===== src/rtl/upi_pkg.sv =====
// Shared types and constants for the unicycle pose integrator.
// No dependencies; the core, upi_mul and upi_cordic import this package.
package upi_pkg;

    // Command codes
    localparam logic [1:0] CMD_SET_VEL = 2'd0;
    localparam logic [1:0] CMD_STEP    = 2'd1;
    localparam logic [1:0] CMD_RESTART = 2'd2;

    // Configuration register indexes
    localparam logic [1:0] CFG_STEP_TIME = 2'd0;
    localparam logic [1:0] CFG_START_X   = 2'd1;
    localparam logic [1:0] CFG_START_Y   = 2'd2;

    localparam logic [15:0] STEP_TIME_RST = 16'd6554;

    // CORDIC datapath
    localparam int CORDIC_ITERS = 16;
    localparam int IT_W         = 4;
    localparam int CX_W         = 34;   // Q2.30 plus headroom
    localparam int CZ_W         = 19;   // 1/131072 turn units plus headroom
    localparam int CA_W         = 17;   // CORDIC angle width
    localparam logic signed [CX_W-1:0] CORDIC_GAIN = 34'sd652032874;

    typedef struct packed {
        logic [1:0]         command;
        logic signed [15:0] linear_velocity;
        logic signed [15:0] angular_velocity;
    } upi_cmd_t;

    typedef struct packed {
        logic signed [31:0] pos_x;
        logic signed [31:0] pos_y;
        logic [15:0]        heading_angle;
        logic signed [15:0] quat_z;
        logic signed [15:0] quat_w;
        logic signed [15:0] linear_echo;
        logic signed [15:0] angular_echo;
    } upi_pose_t;

    typedef struct packed {
        logic            start;
        logic [CA_W-1:0] angle;
    } upi_cordic_req_t;

    typedef struct packed {
        logic               done;
        logic signed [15:0] sn;
        logic signed [15:0] cs;
    } upi_cordic_rsp_t;

    // Arctangent of 2^-i in 1/131072 turn units
    function automatic logic [14:0] atan_lut(input logic [IT_W-1:0] i);
        logic [14:0] r;
        case (i)
            4'd0:    r = 15'd16384;
            4'd1:    r = 15'd9672;
            4'd2:    r = 15'd5110;
            4'd3:    r = 15'd2594;
            4'd4:    r = 15'd1302;
            4'd5:    r = 15'd652;
            4'd6:    r = 15'd326;
            4'd7:    r = 15'd163;
            4'd8:    r = 15'd81;
            4'd9:    r = 15'd41;
            4'd10:   r = 15'd20;
            4'd11:   r = 15'd10;
            4'd12:   r = 15'd5;
            4'd13:   r = 15'd3;
            4'd14:   r = 15'd1;
            default: r = 15'd1;
        endcase
        return r;
    endfunction

endpackage


===== src/rtl/upi_mul.sv =====
// Shared signed multiplier, 32 x 17 bits, product registered.
// Depends on upi_pkg.
module upi_mul
    import upi_pkg::*;
(
    input  logic               clk,
    input  logic signed [31:0] a,
    input  logic signed [16:0] b,
    output logic signed [48:0] p
);

    logic signed [48:0] p_reg;

    always_ff @(posedge clk)
    begin
        p_reg <= 49'(a) * 49'(b);
    end

    assign p = p_reg;

endmodule


===== config.mk =====
export PLATFORM = sky130hd
export DESIGN_NAME = upi_mul
export DESIGN_NICKNAME = d
export VERILOG_FILES = /design/src/rtl/upi_pkg.sv /design/src/rtl/upi_mul.sv
export SDC_FILE = /design/constraint.sdc
export NUM_CORES = 2
export LEC_CHECK = 0
export BUFFER_PORTS_ARGS = -buffer_cell sky130_fd_sc_hd__buf_2
export CAP_MARGIN = 5
export CORE_ASPECT_RATIO = 2
export CORE_UTILIZATION = 50
export CTS_BUF_LIST = sky130_fd_sc_hd__clkbuf_8
export CTS_CLUSTER_DIAMETER = 30
export DETAILED_ROUTE_END_ITERATION = 7
export PLACE_DENSITY_LB_ADDON = 0.12
export SLEW_MARGIN = 20
export SYNTH_ARGS = -nofsm -noshare
export SYNTH_HDL_FRONTEND = slang
export SYNTH_SLANG_ARGS = --single-unit

===== constraint.sdc =====
create_clock -name clk -period 12.2 [get_ports clk]
set_input_delay 1.83 -clock clk [delete_from_list [all_inputs] [get_ports clk]]
set_output_delay 1.83 -clock clk [all_outputs]
set_load 0.05 [all_outputs]

; After elaboration in Yosys (flattened, before gate mapping)
; Cells that the tools add are included.
[word_totals]
output_inout_bits = 49
reg_bits = 49
input_bits = 50
elab_cells = 2
[op_classes]
n_mul = 1
[ops]
columns = op, count
row1 = $mul A32 B17 Y49, 1

; Logic depth before layout (Yosys ltp)
[logic_depth]
depth_word = 1
ltp_mapped = 25
depth_no_buf = 24

; Least setup slack after synthesis
; OpenSTA, ideal clock, no wires.
[synth_timing]
path_kind = in2reg
start = input b[16]
end = register p_reg[47], in the netlist p[47]
t_arrival_ns = 8.002
path_slack_ns = 4.136
t_required_ns = 12.138
setup_time_ns = 0.062
stages = 23
n_path_buf = 2
cell_sequence = inv_1 > clkbuf_1 > clkbuf_1 > nor2_1 > fa_1 > fa_1 > fa_1 > fa_1 > fa_1 > inv_1 > fa_1 > inv_1 > ha_1 > and2_4 > nand3_2 > or2_0 > or4_1 > a211o_1 > a311oi_2 > o221a_2 > o21ai_2 > or4b_1 > nand3_1
[synth_between]
elab_chain_cells = 1
[synth_rtl]
columns = item, line
row1 = start: declaration, upi_mul.sv:8  ; input logic signed [16:0] b,
row2 = $mul A32 B17 Y49, upi_mul.sv:16  ; p_reg <= 49'(a) * 49'(b);
row3 = end signal: assignment, upi_mul.sv:16
row4 = end: declaration, upi_mul.sv:12  ; logic signed [48:0] p_reg;
; Every way passes these cells.

; Final worst setup path
[layout_timing]
start = input b[8]
end = register p_reg[47], in the netlist p[47]
; The elaborated chain is that of the path after synthesis.

==> implementation parameters <==
Parameter                              Value

Outcome
  Outcome    finished, final reports clean

Global routing
  Pin count of the biggest net entering global routing    33
  Number of global-route vias before repair    16200
  Antenna violations before repair    2
  Remaining global-route overflow    0
  Global routing usage summed across all routing layers    28.86%
  Wire length of the first global-routing pass    85070 um

Drt
  WL per Instance    19.51 um
  First-pass DRT Iterations    5
  Antenna violation net count after detailed routing    0
  Post-route DRC    0
  Total wirelength of the detailed-routed design    51980 um
  Number of design-rule violations left by the first detailed-router iteration    449
  Via count of the routed design    13870
  Via density    5.206

Clock tree
  Hold-fix buffers, CTS    0
  Master cell of the clock root buffer    sky130_fd_sc_hd__clkbuf_8
  Clock tree from TritonCTS    built
  CTS Sinks    49
  Total clock buffers created by CTS    5
  Buffers inserted during post-CTS setup optimization    0
  Cells resized by post-CTS repair    0
  Clock-pin slew of the registers on the worst-case setup and hold paths    0.12 ns
  Longest Clk Path Bufs    2
  H-tree levels    2

Critical path
  CP Data Required Time    12.52 ns
  Worst path slowest cell    sky130_fd_sc_hd__fa_1
  Largest driver fanout on the critical path    32
  Worst Setup Path Type    primary input to flip-flop
  Critical path arrival    9.14 ns
  Delay of the slowest cell on the worst path    0.64 ns
  Ordered cell list for the critical path    buf_2 -> nand2_1 -> fa_1 -> inv_1 -> fa_1 -> fa_1 -> fa_1 -> fa_1 -> inv_1 -> fa_1 -> inv_1 -> ha_1 -> and2_4 -> nand3_2 -> or2_0 -> or4_1 -> a211o_1 -> a311oi_2 -> o221a_2 -> o21ai_2 -> or4b_1 -> nand3_1
  Capturing element type of the critical path    flip-flop
  Top cell by count, worst path    sky130_fd_sc_hd__fa_1
  Crit path launch type    primary input

STA
  Post-layout minimum cycle time    8.828 ns
  Unrepaired setup endpoints after global routing    false
  Setup TNS after final layout    0 ns
  Relative slew margins    40.69%
  Final setup violation count    0
  Number of pins with negative max-slew slack in the final report    0
  Number of hold violations in the final report    0
  Post-layout worst setup margin    3.372 ns
  Maximum operating frequency    113.3 MHz
  Actual slew at the worst max-slew pin    0.8803 ns
  Post-route clock period utilization    72.36%

Synth
  Top cell type by total area after synthesis    sky130_fd_sc_hd__fa_1
  Most repeated cell in the gate-level netlist after synthesis    sky130_fd_sc_hd__inv_1
  Dominant combinational cell family by area after synthesis    adder cells
  Area fraction of the dominant cell type after synthesis    53.36%
  Top_reg_cell synth    sky130_fd_sc_hd__dfxtp_1
  Number of instances in the synthesized netlist    2112
  Ranking of synthesized cells by instance count    sky130_fd_sc_hd__inv_1, sky130_fd_sc_hd__fa_1, sky130_fd_sc_hd__nand2_1
  Post-synthesis mux area share    0.05121%
  Area fraction in compound gates after synthesis    4.071%
  Fraction of registers with async set or reset after synthesis    0%
  Adder and majority cell fraction of the synthesized area    60.73%
  Area fraction in and, or, nand and nor cells after synthesis    16.07%
  Number of warnings reported in the yosys synthesis log    0
  Post-synthesis cell type count    55
  Register bit total from synthesis    49
  EDFF count, synth    0
  Syn_nets    2798
  Cell area after synthesis    19540 um^2
  Syn_area_per_cell    9.254 um^2
  Register area share after synthesis    5.019%
  XOR/XNOR share of the synthesized area    2.151%
  Leading cell types by total area after synthesis    sky130_fd_sc_hd__fa_1, sky130_fd_sc_hd__inv_1, sky130_fd_sc_hd__and2_1, sky130_fd_sc_hd__ha_1, sky130_fd_sc_hd__nand2_1

Final layout
  Net count reported at finish    2826
  Area added between synthesis and finish    5.166%
  Fraction of layout cells with a size suffix above 1    5.605%
  Largest register FFs    49

Place
  Number of port buffers    98
  Worst-case setup slack after placement    2.988 ns
  DP HPWL    43040 um
  Gpl congestion    0.8701

Floorplan
  Number of ports placed on the die boundary    99
  Floorplan die area    39930 um^2
  Number of placement rows    102
  Starting utilization of the core area    50.54%
  Horiz. Die Dim    141.8 um
  Total core area    38670 um^2
  Chip height    281.6 um

Run
  Number of maximum-capacitance constraint violations    0

Hold path
  Worst Hold Class    primary input to flip-flop
## routing by layer
metal | track usage (%) | up-vias | routed length (um)
met4 | 19.30 | 0 | 3742
met1 | 28.53 | 7238 | 16880
met3 | 2.225 | 151 | 1482
met2 | 56.31 | 355 | 29880
li1 | - | 6126 | -
met5 | 0 | - | 0
## cell type report
cell class / instances / area [um^2]
fillers: 3638 / 18110
multi-input cells: 1443 / 16240
inverters: 536 / 2012
flip-flops and latches: 49 / 980.9
well taps: 520 / 650.6
repair buffers: 105 / 543.0
clock buffers: 6 / 82.58
clock inverters: 2 / 33.78
diodes: 3 / 7.507
## through the flow
stage	cells	hold slack [ns]	area (um^2)	utilization, %
after global routing	2663	1.883	20550	53.15
after CTS	2661	1.867	20550	53.14
after global placement	2653	2.299	20430	52.83
final	2664	1.884	20550	53.15
after detailed placement	2653	2.297	20430	52.83
after floorplan	2112	1.957	19550	-
## cells by family after synthesis
logic type | after synthesis
xor gates and xnor gates | 48
AOI/OAI and AO/OA | 121
buffers and inverters | 620
DFF | 49
muxes | 1
adders and majority gates | 636
and+or+nand+nor | 637
## placed cells by master, fill, tap and decap left out, types with 6 or more instances in the layout
master and count:
sky130_fd_sc_hd__nor2b_1 6, sky130_fd_sc_hd__a21o_1 22, sky130_fd_sc_hd__and2_1 238, sky130_fd_sc_hd__xor2_1 15, sky130_fd_sc_hd__buf_4 7, sky130_fd_sc_hd__nand2b_1 8, sky130_fd_sc_hd__nand2_1 298, sky130_fd_sc_hd__o21ai_0 19
sky130_fd_sc_hd__xnor2_1 33, sky130_fd_sc_hd__buf_2 98, sky130_fd_sc_hd__a21oi_1 40, sky130_fd_sc_hd__nor2_1 46, sky130_fd_sc_hd__clkbuf_8 6, sky130_fd_sc_hd__nand3_1 6, sky130_fd_sc_hd__ha_1 115, sky130_fd_sc_hd__fa_1 521
sky130_fd_sc_hd__o21a_1 8, sky130_fd_sc_hd__dfxtp_1 49, sky130_fd_sc_hd__nand4_1 6, sky130_fd_sc_hd__inv_1 537
## critical path: cells and delay by family
| kind | cells | cell delay [ns] |
|---|---|---|
| adder cells (fa/ha/maj) | 7 | 3.53 |
| AO/OA/AOI/OAI | 4 | 1.23 |
| AND/OR/NAND/NOR | 7 | 1.82 |
| buffers and inverters | 4 | 0.72 |
## final timing paths
path              start  endpoint  cells after the start  slack (ns)
setup / recovery   b[8]     p[47]                     22        3.37
hold / removal     a[0]      p[0]                      2        1.88
Power is not shown: default switching activity piles up to over one toggle a cycle in this logic, so the estimate is an artifact.
