### config.mk
export PLATFORM = sky130hd
export DESIGN_NAME = upi_cordic
export DESIGN_NICKNAME = d
export VERILOG_FILES = /design/src/rtl/upi_pkg.sv /design/src/rtl/upi_cordic.sv
export SDC_FILE = /design/constraint.sdc
export NUM_CORES = 1
export LEC_CHECK = 0
export BUFFER_PORTS_ARGS = -buffer_cell sky130_fd_sc_hd__buf_2
export CORE_UTILIZATION = 65
export CTS_CLUSTER_DIAMETER = 30
export DETAILED_ROUTE_END_ITERATION = 12
export PLACE_DENSITY = 0.92
export SLEW_MARGIN = 15
export SYNTH_ARGS = -nofsm -noshare
export SYNTH_HDL_FRONTEND = slang
export SYNTH_SLANG_ARGS = --single-unit
### constraint.sdc
create_clock -name clk -period 7.5 [get_ports clk]
set_input_delay 1.125 -clock clk [delete_from_list [all_inputs] [get_ports clk]]
set_output_delay 1.125 -clock clk [all_outputs]
set_load 0.005 [all_outputs]
### src/rtl/upi_pkg.sv
// Shared types and constants for the unicycle pose integrator.
// No dependencies; the core, upi_mul and upi_cordic import this package.
package upi_pkg;

    // Command codes
    localparam logic [1:0] CMD_SET_VEL = 2'd0;
    localparam logic [1:0] CMD_STEP    = 2'd1;
    localparam logic [1:0] CMD_RESTART = 2'd2;

    // Configuration register indexes
    localparam logic [1:0] CFG_STEP_TIME = 2'd0;
    localparam logic [1:0] CFG_START_X   = 2'd1;
    localparam logic [1:0] CFG_START_Y   = 2'd2;

    localparam logic [15:0] STEP_TIME_RST = 16'd6554;

    // CORDIC datapath
    localparam int CORDIC_ITERS = 16;
    localparam int IT_W         = 4;
    localparam int CX_W         = 34;   // Q2.30 plus headroom
    localparam int CZ_W         = 19;   // 1/131072 turn units plus headroom
    localparam int CA_W         = 17;   // CORDIC angle width
    localparam logic signed [CX_W-1:0] CORDIC_GAIN = 34'sd652032874;

    typedef struct packed {
        logic [1:0]         command;
        logic signed [15:0] linear_velocity;
        logic signed [15:0] angular_velocity;
    } upi_cmd_t;

    typedef struct packed {
        logic signed [31:0] pos_x;
        logic signed [31:0] pos_y;
        logic [15:0]        heading_angle;
        logic signed [15:0] quat_z;
        logic signed [15:0] quat_w;
        logic signed [15:0] linear_echo;
        logic signed [15:0] angular_echo;
    } upi_pose_t;

    typedef struct packed {
        logic            start;
        logic [CA_W-1:0] angle;
    } upi_cordic_req_t;

    typedef struct packed {
        logic               done;
        logic signed [15:0] sn;
        logic signed [15:0] cs;
    } upi_cordic_rsp_t;

    // Arctangent of 2^-i in 1/131072 turn units
    function automatic logic [14:0] atan_lut(input logic [IT_W-1:0] i);
        logic [14:0] r;
        case (i)
            4'd0:    r = 15'd16384;
            4'd1:    r = 15'd9672;
            4'd2:    r = 15'd5110;
            4'd3:    r = 15'd2594;
            4'd4:    r = 15'd1302;
            4'd5:    r = 15'd652;
            4'd6:    r = 15'd326;
            4'd7:    r = 15'd163;
            4'd8:    r = 15'd81;
            4'd9:    r = 15'd41;
            4'd10:   r = 15'd20;
            4'd11:   r = 15'd10;
            4'd12:   r = 15'd5;
            4'd13:   r = 15'd3;
            4'd14:   r = 15'd1;
            default: r = 15'd1;
        endcase
        return r;
    endfunction

endpackage

### src/rtl/upi_cordic.sv
// Iterative rotation-mode CORDIC, one micro-rotation per cycle.
// Returns sine and cosine in Q1.15; depends on upi_pkg.
module upi_cordic
    import upi_pkg::*;
(
    input  logic            clk,
    input  logic            rst_n,
    input  upi_cordic_req_t req,
    output upi_cordic_rsp_t rsp
);

    logic signed [CX_W-1:0] x_reg, y_reg, x_next, y_next;
    logic signed [CZ_W-1:0] z_reg, z_next;
    logic [IT_W-1:0]        it_reg;
    logic                   run_reg, fin_reg, done_reg, flip_reg;
    logic signed [15:0]     sn_reg, cs_reg;

    logic signed [CA_W:0]   a_ext, a_fold;
    logic                   flip_in;
    logic signed [CX_W-1:0] dx, dy, xf, yf;
    logic signed [CZ_W-1:0] at;

    function automatic logic signed [15:0] to_q15(input logic signed [CX_W-1:0] v);
        logic signed [CX_W:0]    t;
        logic signed [CX_W-15:0] r;
        logic signed [15:0]      q;
        t = {v[CX_W-1], v} + (CX_W+1)'(16384);
        r = t[CX_W:15];
        if (r > (CX_W-14)'(32767))
            q = 16'sd32767;
        else if (r < -(CX_W-14)'(32768))
            q = -16'sd32768;
        else
            q = r[15:0];
        return q;
    endfunction

    // Fold to [-quarter, +quarter] turn; outside that, rotate by a half turn
    always_comb
    begin
        a_ext   = {req.angle[CA_W-1], req.angle};
        a_fold  = a_ext;
        flip_in = 1'b0;
        if (a_ext > (CA_W+1)'(32768))
        begin
            a_fold  = a_ext - (CA_W+1)'(65536);
            flip_in = 1'b1;
        end
        else if (a_ext < -(CA_W+1)'(32768))
        begin
            a_fold  = a_ext + (CA_W+1)'(65536);
            flip_in = 1'b1;
        end
    end

    always_comb
    begin
        dx = y_reg >>> it_reg;
        dy = x_reg >>> it_reg;
        at = CZ_W'(atan_lut(it_reg));
        if (!z_reg[CZ_W-1])
        begin
            x_next = x_reg - dx;
            y_next = y_reg + dy;
            z_next = z_reg - at;
        end
        else
        begin
            x_next = x_reg + dx;
            y_next = y_reg - dy;
            z_next = z_reg + at;
        end
        xf = flip_reg ? -x_reg : x_reg;
        yf = flip_reg ? -y_reg : y_reg;
    end

    always_ff @(posedge clk or negedge rst_n)
    begin
        if (!rst_n)
        begin
            run_reg  <= 1'b0;
            fin_reg  <= 1'b0;
            done_reg <= 1'b0;
            it_reg   <= '0;
        end
        else if (req.start)
        begin
            run_reg  <= 1'b1;
            fin_reg  <= 1'b0;
            done_reg <= 1'b0;
            it_reg   <= '0;
        end
        else if (run_reg)
        begin
            it_reg <= it_reg + 1'b1;
            if (it_reg == IT_W'(CORDIC_ITERS - 1))
            begin
                run_reg <= 1'b0;
                fin_reg <= 1'b1;
            end
        end
        else if (fin_reg)
        begin
            fin_reg  <= 1'b0;
            done_reg <= 1'b1;
        end
    end

    always_ff @(posedge clk)
    begin
        if (req.start)
        begin
            x_reg    <= CORDIC_GAIN;
            y_reg    <= '0;
            z_reg    <= CZ_W'(a_fold);
            flip_reg <= flip_in;
        end
        else if (run_reg)
        begin
            x_reg <= x_next;
            y_reg <= y_next;
            z_reg <= z_next;
        end
        if (fin_reg)
        begin
            sn_reg <= to_q15(yf);
            cs_reg <= to_q15(xf);
        end
    end

    assign rsp.done = done_reg;
    assign rsp.sn   = sn_reg;
    assign rsp.cs   = cs_reg;

    a_run_excl: assert property (@(posedge clk) disable iff (!rst_n)
        !(run_reg && (fin_reg || done_reg)))
        else $error("cordic run overlaps finish");

    a_start_runs: assert property (@(posedge clk) disable iff (!rst_n)
        req.start |=> run_reg && !done_reg && it_reg == '0)
        else $error("cordic start did not launch iterations");

    a_done_src: assert property (@(posedge clk) disable iff (!rst_n)
        $rose(done_reg) |-> $past(fin_reg))
        else $error("cordic done without finish stage");

endmodule
# Word-level counts from Yosys, hierarchy flattened
# Memories as Yosys holds them, arrays and structs flattened.
# Cells that the tools add are included.
# word_totals
register_bits,127
romBits,240
inputBits,20
out_inout_bits,33
elab_cells,61
n_memories,1
# mem_list
name,depth,width,rd,rd_ports_with_merged_regs,write_ports,line_no,rtl
(name not given),16,15,1,0,0,upi_pkg.sv:55,case (i)
# op_classes
addsub,13
n_lt_le_gt_ge,6
n_eq_ne,3
shift,2
muxes,23
n_reduce_logical,3
# ops
op,n
two-way mux 34 bit,4
"adder 34 x 16 -> 35 bit, second input constant",2
adder 34 bit,2
negation 34 bit,2
>>> shifter 34 x 4 -> 34 bit,2
subtractor 34 bit,2
two-way mux 19 bit,3
"greater-than comparator 20 x 16 -> 1 bit, second input constant",2
"less-than comparator 20 x 16 -> 1 bit, second input constant",2
two-way mux 18 bit,2
two-way mux 16 bit,2
adder 19 x 16 -> 19 bit,1
subtractor 19 x 16 -> 19 bit,1
"adder 17 x 18 -> 18 bit, second input constant",1
"subtractor 17 x 18 -> 18 bit, second input constant",1
"greater-than comparator 17 bit, second input constant",1
"less-than comparator 17 x 16 -> 1 bit, second input constant",1
two-way mux 1 bit,10
two-way mux 4 bit,2
"adder 4 x 1 -> 4 bit, second input constant",1
"== test 4 bit, second input constant",1
nonzero test 2 bit,2
"inequality test 3 x 2 -> 1 bit, second input constant",1
"inequality test 2 bit, second input constant",1
AND reduction 2 bit,1

# Depth between registers and ports, before layout
# depth
ltp_word,5
mapped_depth,31
mapped_depth_nobuf,23

# Worst setup path before layout
# No wires, ideal clock.
# synth_path
path_kind,register to register
startpoint,reg it_reg[2]
endpoint,reg x_reg[32]
setup_ps,79
arrival_ps,6120
required_time_ps,7421
path_slack_ps,1301
path_stages_with_launch,27
path_buffers,7
synth_period_minus_slack_ps,6199
cell_sequence,dfrtp_1 > buf_2 > buf_2 > clkbuf_1 > clkbuf_1 > clkbuf_1 > clkbuf_1 > buf_1 > a21o_1 > ha_1 > nand2b_1 > nor4bb_1 > and3_1 > a21oi_1 > xnor2_1 > ha_1 > and3_1 > a221oi_1 > nand2_1 > a41oi_1 > a21oi_1 > o31ai_1 > o31ai_1 > o41ai_1 > o21ai_0 > mux2_2 > o211ai_1
# synth_between
elab_chain_len,3
elab_cells_between_ends,4
classes_between,add/sub: 2; shift: 1; mux: 1
# synth_rtl
item,line_no,rtl
from (decl),upi_cordic.sv:14,logic [IT_W-1:0] it_reg;
from (signal assigned),upi_cordic.sv:95,it_reg <= it_reg + 1'b1;
>>> shifter 34 x 4 -> 34 bit (*),upi_cordic.sv:58,dx = y_reg >>> it_reg;
subtractor 34 bit or adder 34 bit (tied branches),"upi_cordic.sv:63, upi_cordic.sv:69",
two-way mux 34 bit (*),upi_cordic.sv:61,if (!z_reg[CZ_W-1])
to (signal assigned),upi_cordic.sv:120,x_reg <= x_next;
to (decl),upi_cordic.sv:12,"logic signed [CX_W-1:0] x_reg, y_reg, x_next, y_next;"
# Every way passes the cells marked *; elsewhere a longest branch is shown, timed or not.
# A chain may end at the register's enable or synchronous reset.

# Worst setup path in the final report
# layout_path
startpoint,reg it_reg[0]
endpoint,reg x_reg[33]
# Same word-level chain as after synthesis.

==> results.md <==
Outcome:
- The flow ran to the end, and the final reports show no timing, DRC or antenna violations.

Power and ir drop:
- The net switching power figure is 5340 µW.
- In this run, the combinational gates consume 75.1% of the power.
- For this design the static power due to leakage is 0.00718 µW.
- Internal power comes to 5000 µW.
- The power density relative to cell area is 581 nW/µm².
- The worst vdd rail ir drop is 0.401 mV.
- The sequential group share of total power is 16.2%.
- The total power consumption of the routed design is 10,300 µW.
- The share of total power dissipated in the clock network is 8.7%.
- The net switching share of the total power is 51.6%.

Clock network:
- The maximum clock insertion buffer count is 2.
- The H-tree was split into 4 levels.
- The number of clock sinks is 127.
- The clock network latency to the later pin of the worst-skew pair is 0.45 ns.
- The post-cts sizing count is 0.
- Counting the buffers created by CTS gives 17.
- The post-CTS clock slew at the launch and capture registers of the worst setup and hold paths is 0.07 ns.
- For this design, the CTS-stage hold fixing added 0 buffers.
- TritonCTS built the clock tree.
- The clock root buffer is clkbuf_16.
- The number of setup buffers added after CTS is 0.

Routing:
- In the final routed layout, each cell accounts on average for 22.2 µm.
- After detailed routing, the total wire length is 53.0 mm.
- In the routed design, unresolved DRC markers number 0.
- The number of nets with antenna violations after detailed routing is 0.
- The routed layout has 17,300 vias.
- The iteration count of the initial detailed-routing pass is 9.
- The DRC violation total after the first TritonRoute iteration is 2,649.
- The via density per instance is 7.28.

Setup path:
- The critical path is of the reg2reg type.
- The launch point of the worst reg-to-reg path is it_reg[0].
- Traced cell by cell, the critical path runs through buf_4 > mux4_2 > or4_1 > a41o_1 > a21oi_2 > and3_1 > nor2_1 > xnor2_1 > ha_1 > a21o_1 > a21o_1 > a221oi_1 > o31ai_1 > nand3_1 > a41oi_1 > o21ba_2 > o41ai_1 > nand3_1 > a21oi_2 > mux2_4.
- STA classifies the critical path startpoint as a flop.
- The worst register-to-register path has a setup slack of 0.63 ns.
- The type of destination of the critical path is a flop.
- Counting both buffers and inverters, the worst setup path holds a total of 1.
- In this run the worst path has a maximum fanout of 55.
- The slowest cell on the critical path is dfrtp_4.
- In this design, the stage delay of the slowest critical-path cell is 1.01 ns.
- The endpoint of the worst-slack reg-to-reg timing path is x_reg[33].
- The data arrival time of the worst path is 7.20 ns.
- In this design, the largest share of critical-path delay is due to compound AO/OA/AOI/OAI gates.
- Measured in cells, the most critical reg-to-reg path has a length of 20.
- The worst endpoint required time is 7.83 ns.

Logic synthesis:
- The cell area that synthesis handed to floorplanning was 17,000 µm².
- The number of cells produced by synthesis is 2,104.
- The most used flip-flop cell after synthesis is dfxtp_1.
- Summed over its instances, the top area cell type makes up 10.1% of the synthesized netlist area.
- nor2_1 is the most common cell in the netlist.
- The synthesized netlist net count is 2,223.
- The count of distinct cell types in the synthesized netlist is 105.
- The register area share after synthesis is 18.2%.
- During synthesis, Yosys emitted a total of 0 warnings.
- The synthesized design spends more area on one cell type than any other, namely mux4_2.
- Ranked by instance count, the synthesized netlist is headed by nor2_1 (212), nand2_1 (183), a21oi_1 (171).
- In the synthesized netlist the async set-or-reset flop fraction comes to 5.51%.
- Counting flops with a built-in enable in the synthesized netlist gives 52.
- After synthesis, the mean cell area works out to 8.09 µm².
- The register bit count reported by yosys is 127.
- In the post-synthesis netlist, the biggest area contributors are mux4_2 (10%), edfxtp_1 (9.2%), dfxtp_1 (8.0%).

Floorplan:
- Pin placement for this block handled 53 I/O pins.
- The standard-cell row count is 58.
- The die area is 26,800 µm².
- The die is 164 µm wide.
- From bottom edge to top edge, the die measures 164 µm.
- The total area inside the core boundary comes to 25,400 µm².
- The effective utilization at floorplan is 67.0%.

Place:
- During placement, the flow inserted port buffers numbering 52.
- The final weighted congestion in routability-driven placement is 0.986.
- The number of instances in the placed design is 2,350.
- Detailed placement finished with a half-perimeter wire length of 36.7 mm.
- At the placement stage, the worst setup path has a slack of 0.766 ns.

Global routing:
- The initial antenna violation count was 0.
- Across every metal layer, demand over resource in global routing totals 39.1%.
- The pin count of the biggest net entering global routing is 85.
- The wire length of the first global-routing pass is 82.9 mm.
- The via count of the first global-routing pass came to 16,100.
- The total congestion overflow is 0.

Timing:
- The max-slew violation total from the final report is 0.
- The fraction of the cycle the final worst path needs is 91.7%.
- Between clock sinks in the finished design, the worst skew comes to 0.0222 ns.
- Setup violations remaining at the end of the flow were counted as 0.
- For the final routed database, the setup TNS stands at 0 ns.
- The normalized max-slew margin is 24.6%.
- The clock period could shrink to 6.87 ns.
- The number of hold-slack violations in the final timing report is 0.
- Derived from the worst setup path, the maximum achievable clock frequency is 145 MHz.
- Setup repair after global routing left no endpoint under its margin.
- The slew at the pin closest to its max-slew limit is 1.13 ns.
- The post-layout worst setup margin is 0.626 ns.

Finish:
- The area added between synthesis and finish is 4.48%.
- The number of nets in the layout is 2,158.
- For this run, the number of standard cells in the final layout without fillers is 2,382.
- The final antenna diode count is 0.
- The utilization after layout is 70.0%.
- The layout cell share with drive strength beyond 1 is 12.9%.

Job:
- Max-cap violations in this run came to 0.

Hold path:
- The path type of the worst min-delay path is in2async.
## power by group through the flow
stage	sequential (µW)	combinational (µW)	clock, µW
floorplan	1200	6310	0
global placement	1590	7070	0
detailed placement	1620	7410	0
CTS	1610	7560	894
global route	1670	8480	918
finish	1670	7770	897
## worst max-delay path by stage
| stage | from | to | slack (ns) | cells past startpoint |
|---|---|---|---|---|
| 2_1_floorplan | it_reg[2] | x_reg[32] | 1.30 | 26 |
| 6_report | it_reg[0] | x_reg[33] | 0.63 | 20 |
| 3_5_place_dp | it_reg[0] | x_reg[33] | 0.77 | 20 |
| 3_3_place_gp | it_reg[0] | x_reg[32] | 0.95 | 20 |
| 5_1_grt | it_reg[0] | x_reg[32] | 0.22 | 20 |
| 4_1_cts | it_reg[0] | x_reg[33] | 0.67 | 20 |
## kinds of logic after synthesis
family | share of synthesized area [%]
adder cells (fa/ha/maj) | 7.41
multiplexers | 16.0
XOR/XNOR | 9.52
flip-flops | 18.2
AO/OA/AOI/OAI | 23.2
buffers and inverters | 5.49
AND/OR/NAND/NOR | 20.2
## metrics by stage
step | cell area [µm²] | hold slack (ns)
after floorplan | 17000 | 0.464
after global placement | 17200 | 0.507
after detailed placement | 17200 | 0.516
after CTS | 17800 | 0.517
after global routing | 17800 | 0.524
final | 17800 | 0.513
## worst register-to-register path, stage by stage, from the launching register on
cell and delay [ns]:
dfrtp_4 1.01, buf_4 0.67, mux4_2 0.65, or4_1 0.53
a41o_1 0.25, a21oi_2 0.19, and3_1 0.24, nor2_1 0.06
xnor2_1 0.17, ha_1 0.39, a21o_1 0.21, a21o_1 0.20
a221oi_1 0.37, o31ai_1 0.24, nand3_1 0.17, a41oi_1 0.15
o21ba_2 0.25, o41ai_1 0.35, nand3_1 0.18, a21oi_2 0.19
mux2_4 0.31
## cells in the final DEF, fill, tap and decap left out, drive strengths merged, types with 9 or more instances in the layout
cell type  Yosys  final
o21a          16     16
o211ai        14     14
ha            96     96
or4            9      9
nand3         42     42
mux4          76     76
nor2b         29     29
nor3          57     57
mux2          33     33
and2          24     24
dfxtp         68     68
a31oi         41     41
inv           54     56
and3          24     24
a211o         18     18
a21o          43     43
or2           15     15
edfxtp        52     52
or3           15     15
a21oi        176    176
o22ai         20     20
o31ai         17     17
mux2i         64     64
o21ai        124    124
nor4          20     20
xor2          67     67
clkbuf       101     19
a211oi        23     23
xnor2        118    118
nand4         12     12
nand2        185    185
buf           59     76
nor2         212    212
nand2b        25     25
o21bai        12     12
## layer usage
| metal | GRT usage [%] | part of all wire [%] | vias up |
|---|---|---|---|
| met1 | 50.3 | 37 | 8095 |
| li1 | - | - | 7691 |
| met2 | 60.3 | 44 | 1321 |
| met5 | 0 | 0 | - |
| met3 | 9.85 | 14 | 240 |
| met4 | 20.7 | 5.1 | 0 |
## layout make-up
| class | count | area [µm²] |
|---|---|---|
| flip-flops and latches | 127 | 3110 |
| clock inverters | 13 | 163 |
| multi-input cells | 1761 | 13000 |
| fillers | 1921 | 7620 |
| well taps | 330 | 413 |
| repair buffers | 76 | 455 |
| inverters | 56 | 210 |
| clock buffers | 19 | 443 |
No activity file was read; power rests on OpenSTA's default activity.
